--- config.mk ---
export PLATFORM = sky130hd
export DESIGN_NAME = nine_bit_frame_receiver_top
export DESIGN_NICKNAME = d
export VERILOG_FILES = /design/src/rtl/core/nbfr_pkg.sv /design/src/rtl/core/nbfr_regs.sv /design/src/rtl/core/nbfr_engine.sv /design/src/rtl/core/nbfr_out.sv /design/src/rtl/core/nine_bit_frame_receiver_top.sv
export SDC_FILE = /design/constraint.sdc
export NUM_CORES = 1
export LEC_CHECK = 0
export ABC_AREA = 1
export BUFFER_PORTS_ARGS = -buffer_cell sky130_fd_sc_hd__buf_2
export CAP_MARGIN = 40
export CORE_MARGIN = 2
export CORE_UTILIZATION = 57
export CTS_CLUSTER_DIAMETER = 40
export DETAILED_ROUTE_END_ITERATION = 8
export GPL_TIMING_DRIVEN = 0
export HOLD_SLACK_MARGIN = 0.1
export PLACE_DENSITY_LB_ADDON = 0.3
export REMOVE_ABC_BUFFERS = 1
export SKIP_LAST_GASP = 1
export SLEW_MARGIN = 20
export SYNTH_ARGS = -nofsm -noshare
export SYNTH_HDL_FRONTEND = slang
export SYNTH_SLANG_ARGS = --single-unit
--- constraint.sdc ---
create_clock -name clk -period 3.7 [get_ports clk]
set_input_delay 0.74 -clock clk [delete_from_list [all_inputs] [get_ports clk]]
set_output_delay 0.74 -clock clk [all_outputs]
set_load 0.005 [all_outputs]
--- src/rtl/core/nbfr_pkg.sv ---
package nbfr_pkg;

	localparam int unsigned WORD_W = 9;
	localparam int unsigned BYTE_W = 8;
	localparam int unsigned MS_W   = 16;

	localparam logic [WORD_W-1:0] ADDR_FLAG = 9'h100;
	localparam logic [BYTE_W-1:0] SUM_START = 8'h00;

	localparam logic MODE_WORD = 1'b0;
	localparam logic MODE_TICK = 1'b1;

	localparam logic KIND_DATA   = 1'b0;
	localparam logic KIND_STATUS = 1'b1;

	localparam logic [1:0] ST_OK      = 2'd0;
	localparam logic [1:0] ST_BADCMD  = 2'd1;
	localparam logic [1:0] ST_BADSUM  = 2'd2;
	localparam logic [1:0] ST_TIMEOUT = 2'd3;

	localparam logic [1:0] REG_OWN_ADDR = 2'd0;
	localparam logic [1:0] REG_EXP_CMD  = 2'd1;
	localparam logic [1:0] REG_TIMEOUT  = 2'd2;

	localparam logic [MS_W-1:0] TIMEOUT_RESET = 16'd10;

	typedef struct packed {
		logic [BYTE_W-1:0] own_address;
		logic [BYTE_W-1:0] expected_command;
		logic [MS_W-1:0]   timeout_ms;
	} cfg_t;

	typedef struct packed {
		logic              kind;
		logic [BYTE_W-1:0] data_byte;
		logic [BYTE_W-1:0] byte_index;
		logic [1:0]        status;
		logic              last;
	} res_t;

endpackage

--- src/rtl/core/nbfr_regs.sv ---
module nbfr_regs
	import nbfr_pkg::*;
(
	input  logic        clk,
	input  logic        arst_n,
	input  logic        psel,
	input  logic        penable,
	input  logic        pwrite,
	input  logic [3:0]  paddr,
	input  logic [31:0] pwdata,
	output logic [31:0] prdata,
	output logic        pready,
	output cfg_t        cfg
);

	cfg_t cfg_q;
	logic wr_en;

	assign pready = 1'b1;
	assign wr_en  = psel && penable && pwrite && pready;
	assign cfg    = cfg_q;

	always_ff @(posedge clk or negedge arst_n) begin
		if (!arst_n) begin
			cfg_q.own_address      <= '0;
			cfg_q.expected_command <= '0;
			cfg_q.timeout_ms       <= TIMEOUT_RESET;
		end else if (wr_en) begin
			unique case (paddr[3:2])
				REG_OWN_ADDR: cfg_q.own_address      <= pwdata[BYTE_W-1:0];
				REG_EXP_CMD:  cfg_q.expected_command <= pwdata[BYTE_W-1:0];
				REG_TIMEOUT:  cfg_q.timeout_ms       <= pwdata[MS_W-1:0];
				default: ;
			endcase
		end
	end

	always_comb begin
		unique case (paddr[3:2])
			REG_OWN_ADDR: prdata = {24'd0, cfg_q.own_address};
			REG_EXP_CMD:  prdata = {24'd0, cfg_q.expected_command};
			REG_TIMEOUT:  prdata = {16'd0, cfg_q.timeout_ms};
			default:      prdata = '0;
		endcase
	end

endmodule

--- src/rtl/core/nbfr_engine.sv ---
module nbfr_engine
	import nbfr_pkg::*;
(
	input  logic              clk,
	input  logic              arst_n,
	input  cfg_t              cfg,
	input  logic              in_valid,
	output logic              in_ready,
	input  logic              in_mode,
	input  logic [WORD_W-1:0] in_word,
	output logic              res_valid,
	input  logic              res_ready,
	output res_t              res
);

	typedef enum logic [2:0] {
		PH_HUNT = 3'd0,
		PH_CMD  = 3'd1,
		PH_LEN  = 3'd2,
		PH_DATA = 3'd3,
		PH_CSUM = 3'd4
	} phase_t;

	logic              valid_s1;
	logic              mode_s1;
	logic [WORD_W-1:0] word_s1;

	phase_t            phase_q,  phase_d;
	logic [BYTE_W-1:0] sum_q,    sum_d;
	logic [BYTE_W-1:0] left_q,   left_d;
	logic [BYTE_W-1:0] index_q,  index_d;
	logic [MS_W-1:0]   idle_q,   idle_d;

	logic              take;
	logic              close;
	logic [1:0]        close_st;
	logic [BYTE_W-1:0] low;
	logic [BYTE_W-1:0] sum_add;
	logic [BYTE_W-1:0] left_dec;

	assign take     = valid_s1 && res_ready;
	assign in_ready = !valid_s1 || res_ready;
	assign low      = word_s1[BYTE_W-1:0];
	assign sum_add  = sum_q + low;
	assign left_dec = left_q - 8'd1;

	always_ff @(posedge clk or negedge arst_n) begin
		if (!arst_n) begin
			valid_s1 <= 1'b0;
		end else if (in_ready) begin
			valid_s1 <= in_valid;
		end
	end

	always_ff @(posedge clk) begin
		if (in_valid && in_ready) begin
			mode_s1 <= in_mode;
			word_s1 <= in_word;
		end
	end

	always_comb begin
		phase_d  = phase_q;
		sum_d    = sum_q;
		left_d   = left_q;
		index_d  = index_q;
		idle_d   = idle_q;
		close    = 1'b0;
		close_st = ST_OK;
		res      = '0;
		res_valid = 1'b0;

		if (mode_s1 == MODE_TICK) begin
			if (idle_q >= cfg.timeout_ms) begin
				close    = 1'b1;
				close_st = ST_TIMEOUT;
			end else begin
				idle_d = idle_q + 16'd1;
			end
		end else begin
			unique case (phase_q)
				PH_CMD: begin
					if (word_s1 != {1'b0, cfg.expected_command}) begin
						close    = 1'b1;
						close_st = ST_BADCMD;
					end else begin
						sum_d   = low;
						idle_d  = '0;
						phase_d = PH_LEN;
					end
				end
				PH_LEN: begin
					sum_d   = sum_add;
					idle_d  = '0;
					left_d  = low;
					index_d = '0;
					phase_d = (low == '0) ? PH_CSUM : PH_DATA;
				end
				PH_DATA: begin
					res_valid      = 1'b1;
					res.kind       = KIND_DATA;
					res.data_byte  = low;
					res.byte_index = index_q;
					sum_d   = sum_add;
					idle_d  = '0;
					index_d = index_q + 8'd1;
					left_d  = left_dec;
					if (left_dec == '0) begin
						phase_d = PH_CSUM;
					end
				end
				PH_CSUM: begin
					close    = 1'b1;
					close_st = (word_s1 == {1'b0, sum_q}) ? ST_OK : ST_BADSUM;
				end
				default: begin
					phase_d = PH_HUNT;
					if (word_s1 == (ADDR_FLAG | {1'b0, cfg.own_address})) begin
						phase_d = PH_CMD;
						sum_d   = SUM_START;
						idle_d  = '0;
					end
				end
			endcase
		end

		if (close) begin
			res_valid  = 1'b1;
			res        = '0;
			res.kind   = KIND_STATUS;
			res.status = close_st;
			res.last   = 1'b1;
			phase_d    = PH_HUNT;
			sum_d      = SUM_START;
			left_d     = '0;
			index_d    = '0;
			idle_d     = '0;
		end

		// the result only counts while stage 1 holds a valid item
		res_valid = res_valid && valid_s1;
	end

	always_ff @(posedge clk or negedge arst_n) begin
		if (!arst_n) begin
			phase_q <= PH_HUNT;
			sum_q   <= SUM_START;
			left_q  <= '0;
			index_q <= '0;
			idle_q  <= '0;
		end else if (take) begin
			phase_q <= phase_d;
			sum_q   <= sum_d;
			left_q  <= left_d;
			index_q <= index_d;
			idle_q  <= idle_d;
		end
	end

endmodule

--- src/rtl/core/nbfr_out.sv ---
module nbfr_out
	import nbfr_pkg::*;
(
	input  logic clk,
	input  logic arst_n,
	input  logic res_valid,
	output logic res_ready,
	input  res_t res,
	output logic out_valid,
	input  logic out_ready,
	output res_t out_res
);

	logic out_valid_q;
	res_t out_res_q;

	assign res_ready = !out_valid_q || out_ready;
	assign out_valid = out_valid_q;
	assign out_res   = out_res_q;

	always_ff @(posedge clk or negedge arst_n) begin
		if (!arst_n) begin
			out_valid_q <= 1'b0;
		end else if (res_ready) begin
			out_valid_q <= res_valid;
		end
	end

	always_ff @(posedge clk) begin
		if (res_valid && res_ready) begin
			out_res_q <= res;
		end
	end

endmodule

--- src/rtl/core/nine_bit_frame_receiver_top.sv ---
// channel  | dir | handshake        | content
// ---------+-----+------------------+-----------------------------------------------
// s_axis   | in  | tvalid / tready  | tuser: mode; tdata: word
// m_axis   | out | tvalid / tready  | tuser: kind; tlast: last;
//          |     |                  | tdata: data_byte, byte_index, status
// apb      | in  | psel/penable     | own_address @0, expected_command @4, timeout @8
//
// One item per clock sustained while m_axis does not stall: input register, frame logic,
// result register. A result passes from the input register through the frame logic
// into the result register and shows on m_axis from there.
// arst_n clears the frame state to hunting and the registers to their reset values.
// A stalled m_axis holds its result. Stage 1 then holds its item too, with or without a
// result, so s_tready drops whenever stage 1 is full behind a full, untaken output.
module nine_bit_frame_receiver_top
	import nbfr_pkg::*;
(
	input  logic        clk,
	input  logic        arst_n,

	input  logic        s_tvalid,
	output logic        s_tready,
	input  logic [15:0] s_tdata,   // [8:0] word
	input  logic        s_tuser,   // [0] mode

	output logic        m_tvalid,
	input  logic        m_tready,
	output logic [23:0] m_tdata,   // [7:0] data_byte, [15:8] byte_index, [17:16] status
	output logic        m_tuser,   // [0] kind
	output logic        m_tlast,

	input  logic        psel,
	input  logic        penable,
	input  logic        pwrite,
	input  logic [3:0]  paddr,
	input  logic [31:0] pwdata,
	output logic [31:0] prdata,
	output logic        pready
);

	cfg_t cfg;
	res_t res;
	res_t out_res;
	logic res_valid;
	logic res_ready;

	nbfr_regs u_regs (
		.clk     (clk),
		.arst_n  (arst_n),
		.psel    (psel),
		.penable (penable),
		.pwrite  (pwrite),
		.paddr   (paddr),
		.pwdata  (pwdata),
		.prdata  (prdata),
		.pready  (pready),
		.cfg     (cfg)
	);

	nbfr_engine u_engine (
		.clk       (clk),
		.arst_n    (arst_n),
		.cfg       (cfg),
		.in_valid  (s_tvalid),
		.in_ready  (s_tready),
		.in_mode   (s_tuser),
		.in_word   (s_tdata[WORD_W-1:0]),
		.res_valid (res_valid),
		.res_ready (res_ready),
		.res       (res)
	);

	nbfr_out u_out (
		.clk       (clk),
		.arst_n    (arst_n),
		.res_valid (res_valid),
		.res_ready (res_ready),
		.res       (res),
		.out_valid (m_tvalid),
		.out_ready (m_tready),
		.out_res   (out_res)
	);

	assign m_tdata = {6'd0, out_res.status, out_res.byte_index, out_res.data_byte};
	assign m_tuser = out_res.kind;
	assign m_tlast = out_res.last;

endmodule
Word-level counts from Yosys, hierarchy flattened
Index checks and enable logic that the tools add are counted.

Output and inout port bits: 61. Input port bits: 60. Flip-flop bits (word level): 107. Logic and storage cells: 102.

Bitwise operators: 1. Reduce and logical (&&, ||, !) cells: 25. Magnitude comparators: 1. $add $sub $neg: 4. Eq/ne operators: 16. Mux-type cells: 38.

Operators with widths (count): $pmux 16 s3 (2); $mux 16 (5); $mux 8 (8); $pmux 8 s2 (2); $pmux 8 s3 (1); $add 16x1->16 const B (1); $ge 16x16->1 (1); $logic_not 8->1 (2); $mux 3 (5); $reduce_and 5->1 (3); $pmux 3 s4 (1); $eq 9x8->1 (1); $eq 9x9->1 (1); $mux 1 (9); $ne 9x8->1 (1); $add 8x1->8 const B (1); $add 8x8->8 (1); $sub 8x1->8 const B (1); $eq 3x2->1 const B (2); $logic_and 1x1->1 (6); $mux 2 (3); $ne 3x1->1 const B (2); $reduce_and 2->1 (3); $reduce_bool 5->1 (1); other kinds (20) (22).

Longest topological paths before layout
Depth in word-level cells: 7. Mapped depth: 17. Mapped depth without buffers: 16.

Cells and area by module
A second synthesis with hierarchy kept.

Cell total of the unflattened synthesis: 891. Area total of the unflattened synthesis: 6751.5 um^2.

By module, submodules not included: nbfr_engine (cells each 643, sequential area each 1401.3 um^2, instances 1, area an instance 4411.7 um^2); nbfr_regs (cells each 215, sequential area each 803.3 um^2, instances 1, area an instance 1645.3 um^2); nbfr_out (cells each 26, sequential area each 625.6 um^2, instances 1, area an instance 645.6 um^2); nine_bit_frame_receiver_top (cells each 7, sequential area each 0.0 um^2, instances 1, area an instance 48.8 um^2).

Worst setup path before layout
Ideal clock, no wire load.

Kind: register to register. From: reg u_regs.cfg_q, in the netlist u_regs.cfg[3]. To: reg u_out.out_res_q, in the netlist u_out.out_res[0] (enable). Data required time: 3.325 ns. Clock period less this slack: 2.648 ns. Arrival: 2.273 ns. Path slack: 1.052 ns. Cell stages (with the launch flop): 16. Setup time: 0.375 ns. Path through: dfstp_2 > inv_1 > ha_1 > nand2_1 > inv_1 > nand2_1 > nand2_1 > nand2_1 > nand2_1 > nand2_1 > nand2_1 > nand2_1 > nand2_4 > buf_2 > o21ai_1 > inv_1.

Word-level cells in the longest chain between the ends: 6.

Ends and longest elaborated chain: from (decl) (line nbfr_regs.sv:16) `cfg_t cfg_q;`; $ge 16x16->1 (line nbfr_engine.sv:74) `if (idle_q >= cfg.timeout_ms) begin`; $mux 1 (line nbfr_engine.sv:74); $mux 1 (line nbfr_engine.sv:73) `if (mode_s1 == MODE_TICK) begin`; named net u_engine.close (line nbfr_engine.sv:35) `logic close;`; $mux 1 (line nbfr_engine.sv:127) `if (close) begin`; $logic_and 1x1->1 (line nbfr_engine.sv:141) `res_valid = res_valid && valid_s1;`; $logic_and 1x1->1 (line nbfr_out.sv:30) `if (res_valid && res_ready) begin`; to (signal assigned) (line nbfr_out.sv:31) `out_res_q <= res;`; to (decl) (line nbfr_out.sv:15) `res_t out_res_q;`.

The timed path passes the listed nets, and every way through them passes these cells. A chain may end at the register's enable or synchronous reset.

Worst setup path in the final report
From: reg u_regs.cfg_q, in the netlist u_regs.cfg[3]. To: reg u_out.out_res_q, in the netlist u_out.out_res[8] (enable).

Word-level cells in the longest chain between the ends: 6.

Ends and longest elaborated chain (line): $ge 16x16->1 (nbfr_engine.sv:74); $mux 1 (nbfr_engine.sv:74); $mux 1 (nbfr_engine.sv:73); $mux 1 (nbfr_engine.sv:127); $logic_and 1x1->1 (nbfr_engine.sv:141); $logic_and 1x1->1 (nbfr_out.sv:30).

Every way passes these cells.

==> summary.md <==
| Metric | Value |
|---|---|
| Row count | 39 |
| Flops & latches, synth | 107 |
| Pwr/cell area | 551 nW/um^2 |
| Worst min path class | input port to async pin |
| Via/cell ratio | 5.31 |
| Layout area overhead | 9.95% |
| Diode count | 0 |
| H-tree Lvls | 3 |
| Global-route wire length before repair | 24.3 mm |
| Final hold violation count | 0 |
| Highest Clock Rate | 0.323 GHz |
| Fin cells | 1036 |
| Post-Synthesis Cell Area | 6550 um^2 |
| CP required | 3680 ps |
| XOR/XNOR Fraction of Synth Area | 0.0187 |
| Crit path time final | 3090 ps |
| WS Path Type | flop to flop |
| CP dominant cell by count | nand2_1 |
| GRT Total Usage | 0.242 |
| Syn Inst Count | 827 |
| Max-cap viol count | 0 |
| Num CTS Buffers | 9 |
| Ys Warns | 0 |
| Crit-path cells | inv_1 > ha_1 > nand2_1 > inv_1 > nand2_1 > nand2_1 > nand2_1 > nand2_1 > nand2_1 > nand2_1 > nand2_1 > nand2_4 > o21ai_1 > inv_1 |
| Relative slew margins | 0.496 |
| Clk pin slew, worst setup/hold paths | 70 ps |
| Nets | 976 |
| Leak pwr | 3.63 nW |
| Initial DRC count | 375 |
| Remaining Overflow, GRT | 0 |
| Slowest CP cell | inv_1 |
| Die area | 12400 um^2 |
| Initial Util | 0.579 |
| Antenna violations before repair | 0 |
| Sinks on Clock Net | 107 |
| Post-Route Skew | 13.1 ps |
| Post-synth top area cell | dfrtp_1 |
| Pre-Repair DR Iteration Count | 5 |
| Largest family of logic cells by synthesized area | simple AND/OR/NAND/NOR gates |
| Clock latency on the worst-skew pair | 360 ps |
| Root Buffer | clkbuf_16 |
| Total power | 3.97 mW |
| Post-synthesis compound-gate area fraction | 0.105 |
| Antenna-violating nets left | 0 |
| Status | finished clean |
| Core ar. | 11300 um^2 |
| Post-DR wirelength/cell | 13.9 um |
| Placed insts | 1020 |
| Chip width | 111 um |
| HPWL after DPL | 10.4 mm |
| Share of cells above drive strength 1 | 0.161 |
| Tcrit/Tclk final | 0.836 |
| Drc violations | 0 |
| CTS Buffer Depth | 2 |
| CTS tree | built |
| Multiplexer share of the synthesized area | 0 |
| Critical-path maximum fanout | 24 |
| Vias post-DR | 5497 |
| Seq/Total Area, Yosys | 0.432 |
| Finished Core Util | 0.636 |
| Setup TNS Final | 0 ps |
| # IOs | 121 |
| Startpoint types | flop |
| Count of unique library cells instantiated by Yosys | 52 |
| Synth top area share | 0.287 |
| Largest cells by area after synthesis | dfrtp_1 (29%), edfxtp_1 (14%), nand2_1 (13%) |
| Simple-gate area share of the yosys netlist | 0.287 |
| Slew Limit Fails | 0 |
| Worst-margin pin slew | 756 ps |
| Hold Buf Count CTS | 0 |
| Peak VDD IR | 513 uV |
| Vias in the first global route | 5030 |
| PortBufs | 72 |
| Critical path arrival | 3070 ps |
| Fill cells | 1041 |
| Unrepaired setup endpoints after global routing | false |
| Die H | 111 um |
| Post-CTS Resized | 0 |
| CP Capture Type | flop |
| Global placement routability congestion | 0.898 |
| DRT Wirelength | 14.4 mm |
| Post-CTS setup buffers | 0 |
| Area share of fa/ha/maj cells after synthesis | 0.0546 |
| Largest net degree at the start of global routing | 53 |
| Final setup vio count | 0 |
| CP max stage delay | 590 ps |
| Mean Syn Cell Area | 7.92 um^2 |
synthesized netlist by cell type (all sizes together):
cell / number
o211ai: 4
xnor2: 5
and3: 1
a21boi: 1
a31oi: 1
o31ai: 1
o21ai: 61
dfstp: 2
inv: 92
or2: 6
dfrtp: 75
a31o: 2
conb: 2
o21bai: 1
a21o: 1
clkbuf: 11
a21oi: 27
buf: 35
nand3: 56
o21a: 2
nor2: 95
nand4: 18
edfxtp: 30
ha: 27
fa: 1
o22ai: 7
xor2: 9
a22oi: 2
nor4: 4
o221ai: 5
nand3b: 2
nand2: 233
nor3: 8
metrics by stage:
| stage | worst slack (ps) | area, um^2 | hold slack [ps] |
|---|---|---|---|
| floorplan | 1050 | 6320 | 444 |
| global placement | 411 | 6860 | 466 |
| detailed placement | 508 | 6910 | 475 |
| CTS | 565 | 7200 | 308 |
| global route | 239 | 7200 | 318 |
| finish | 609 | 7200 | 297 |
power breakdown:
group	switching (mW)	internal [mW]
clock network	0.436	0.514
registers	0.189	1.43
logic	0.902	0.504
total	1.53	2.45
sequential cells by signal, summed over array words and instances (netlist names), 3 cells and up:
register,count
u_regs.cfg,32
u_out.out_res,20
u_engine.idle_q,16
u_engine.word_s1,9
u_engine.index_q,8
u_engine.left_q,8
u_engine.sum_q,8
u_engine.phase_q,3
routing by layer:
layer / global-route usage / share of wire / vias up / wire [um]
met4: 0.0617 / 0.011 / 0 / 156
li1: - / - / 2778 / -
met3: 0.0508 / 0.063 / 17 / 907
met5: 0 / 0 / - / 0
met1: 0.343 / 0.46 / 2517 / 6620
met2: 0.383 / 0.47 / 185 / 6700
logic make-up after synthesis:
group,count (synthesis)
adders and majority gates,28
AOI/OAI and AO/OA,115
DFF,107
other,2
and+or+nand+nor,423
buffers and inverters,138
xor gates and xnor gates,14
area by class of cell:
cell class	instances	area, um^2	share of cell area
Multi-Input combinational cell	603	3140	0.435
Clock inverter	3	20.0	0.00278
Tap cell	143	179	0.0248
Sequential cell	107	2830	0.393
Timing Repair Buffer	75	417	0.0579
Clock buffer	13	270	0.0375
Inverter	92	350	0.0486
final timing paths:
kind                                       to           from  cells past startpoint  slack (ps)
hold / removal             u_engine.left_q[4]         arst_n                      1         300
max in group asynchronous       u_regs.cfg[3]         arst_n                      2        2760
hold reg to reg                 u_regs.cfg[2]  u_regs.cfg[2]                      2         490
setup reg to reg             u_out.out_res[8]  u_regs.cfg[3]                     14         610
setup / recovery             u_out.out_res[8]  u_regs.cfg[3]                     14         610
min in group clk                u_regs.cfg[2]  u_regs.cfg[2]                      2         490
worst max-delay path: cells and delay by family (launching register included):
kind / cells / cell delay, ps
buf+inv: 3 / 710
simple gates: 9 / 1000
fa+ha+maj: 1 / 320
compound gates: 1 / 130
flops: 1 / 540
cell usage in the layout, fill, tap and decap left out, drive strengths merged, types with 6 or more instances in the layout:
cell type / count
a21oi: 27
buf: 75
clkbuf: 13
conb: 23
dfrtp: 75
edfxtp: 30
ha: 27
inv: 94
nand2: 233
nand3: 56
nand4: 18
nor2: 95
nor3: 8
o21ai: 61
o22ai: 7
or2: 6
xor2: 9
Note: power is estimated with default switching activity, not from simulation.
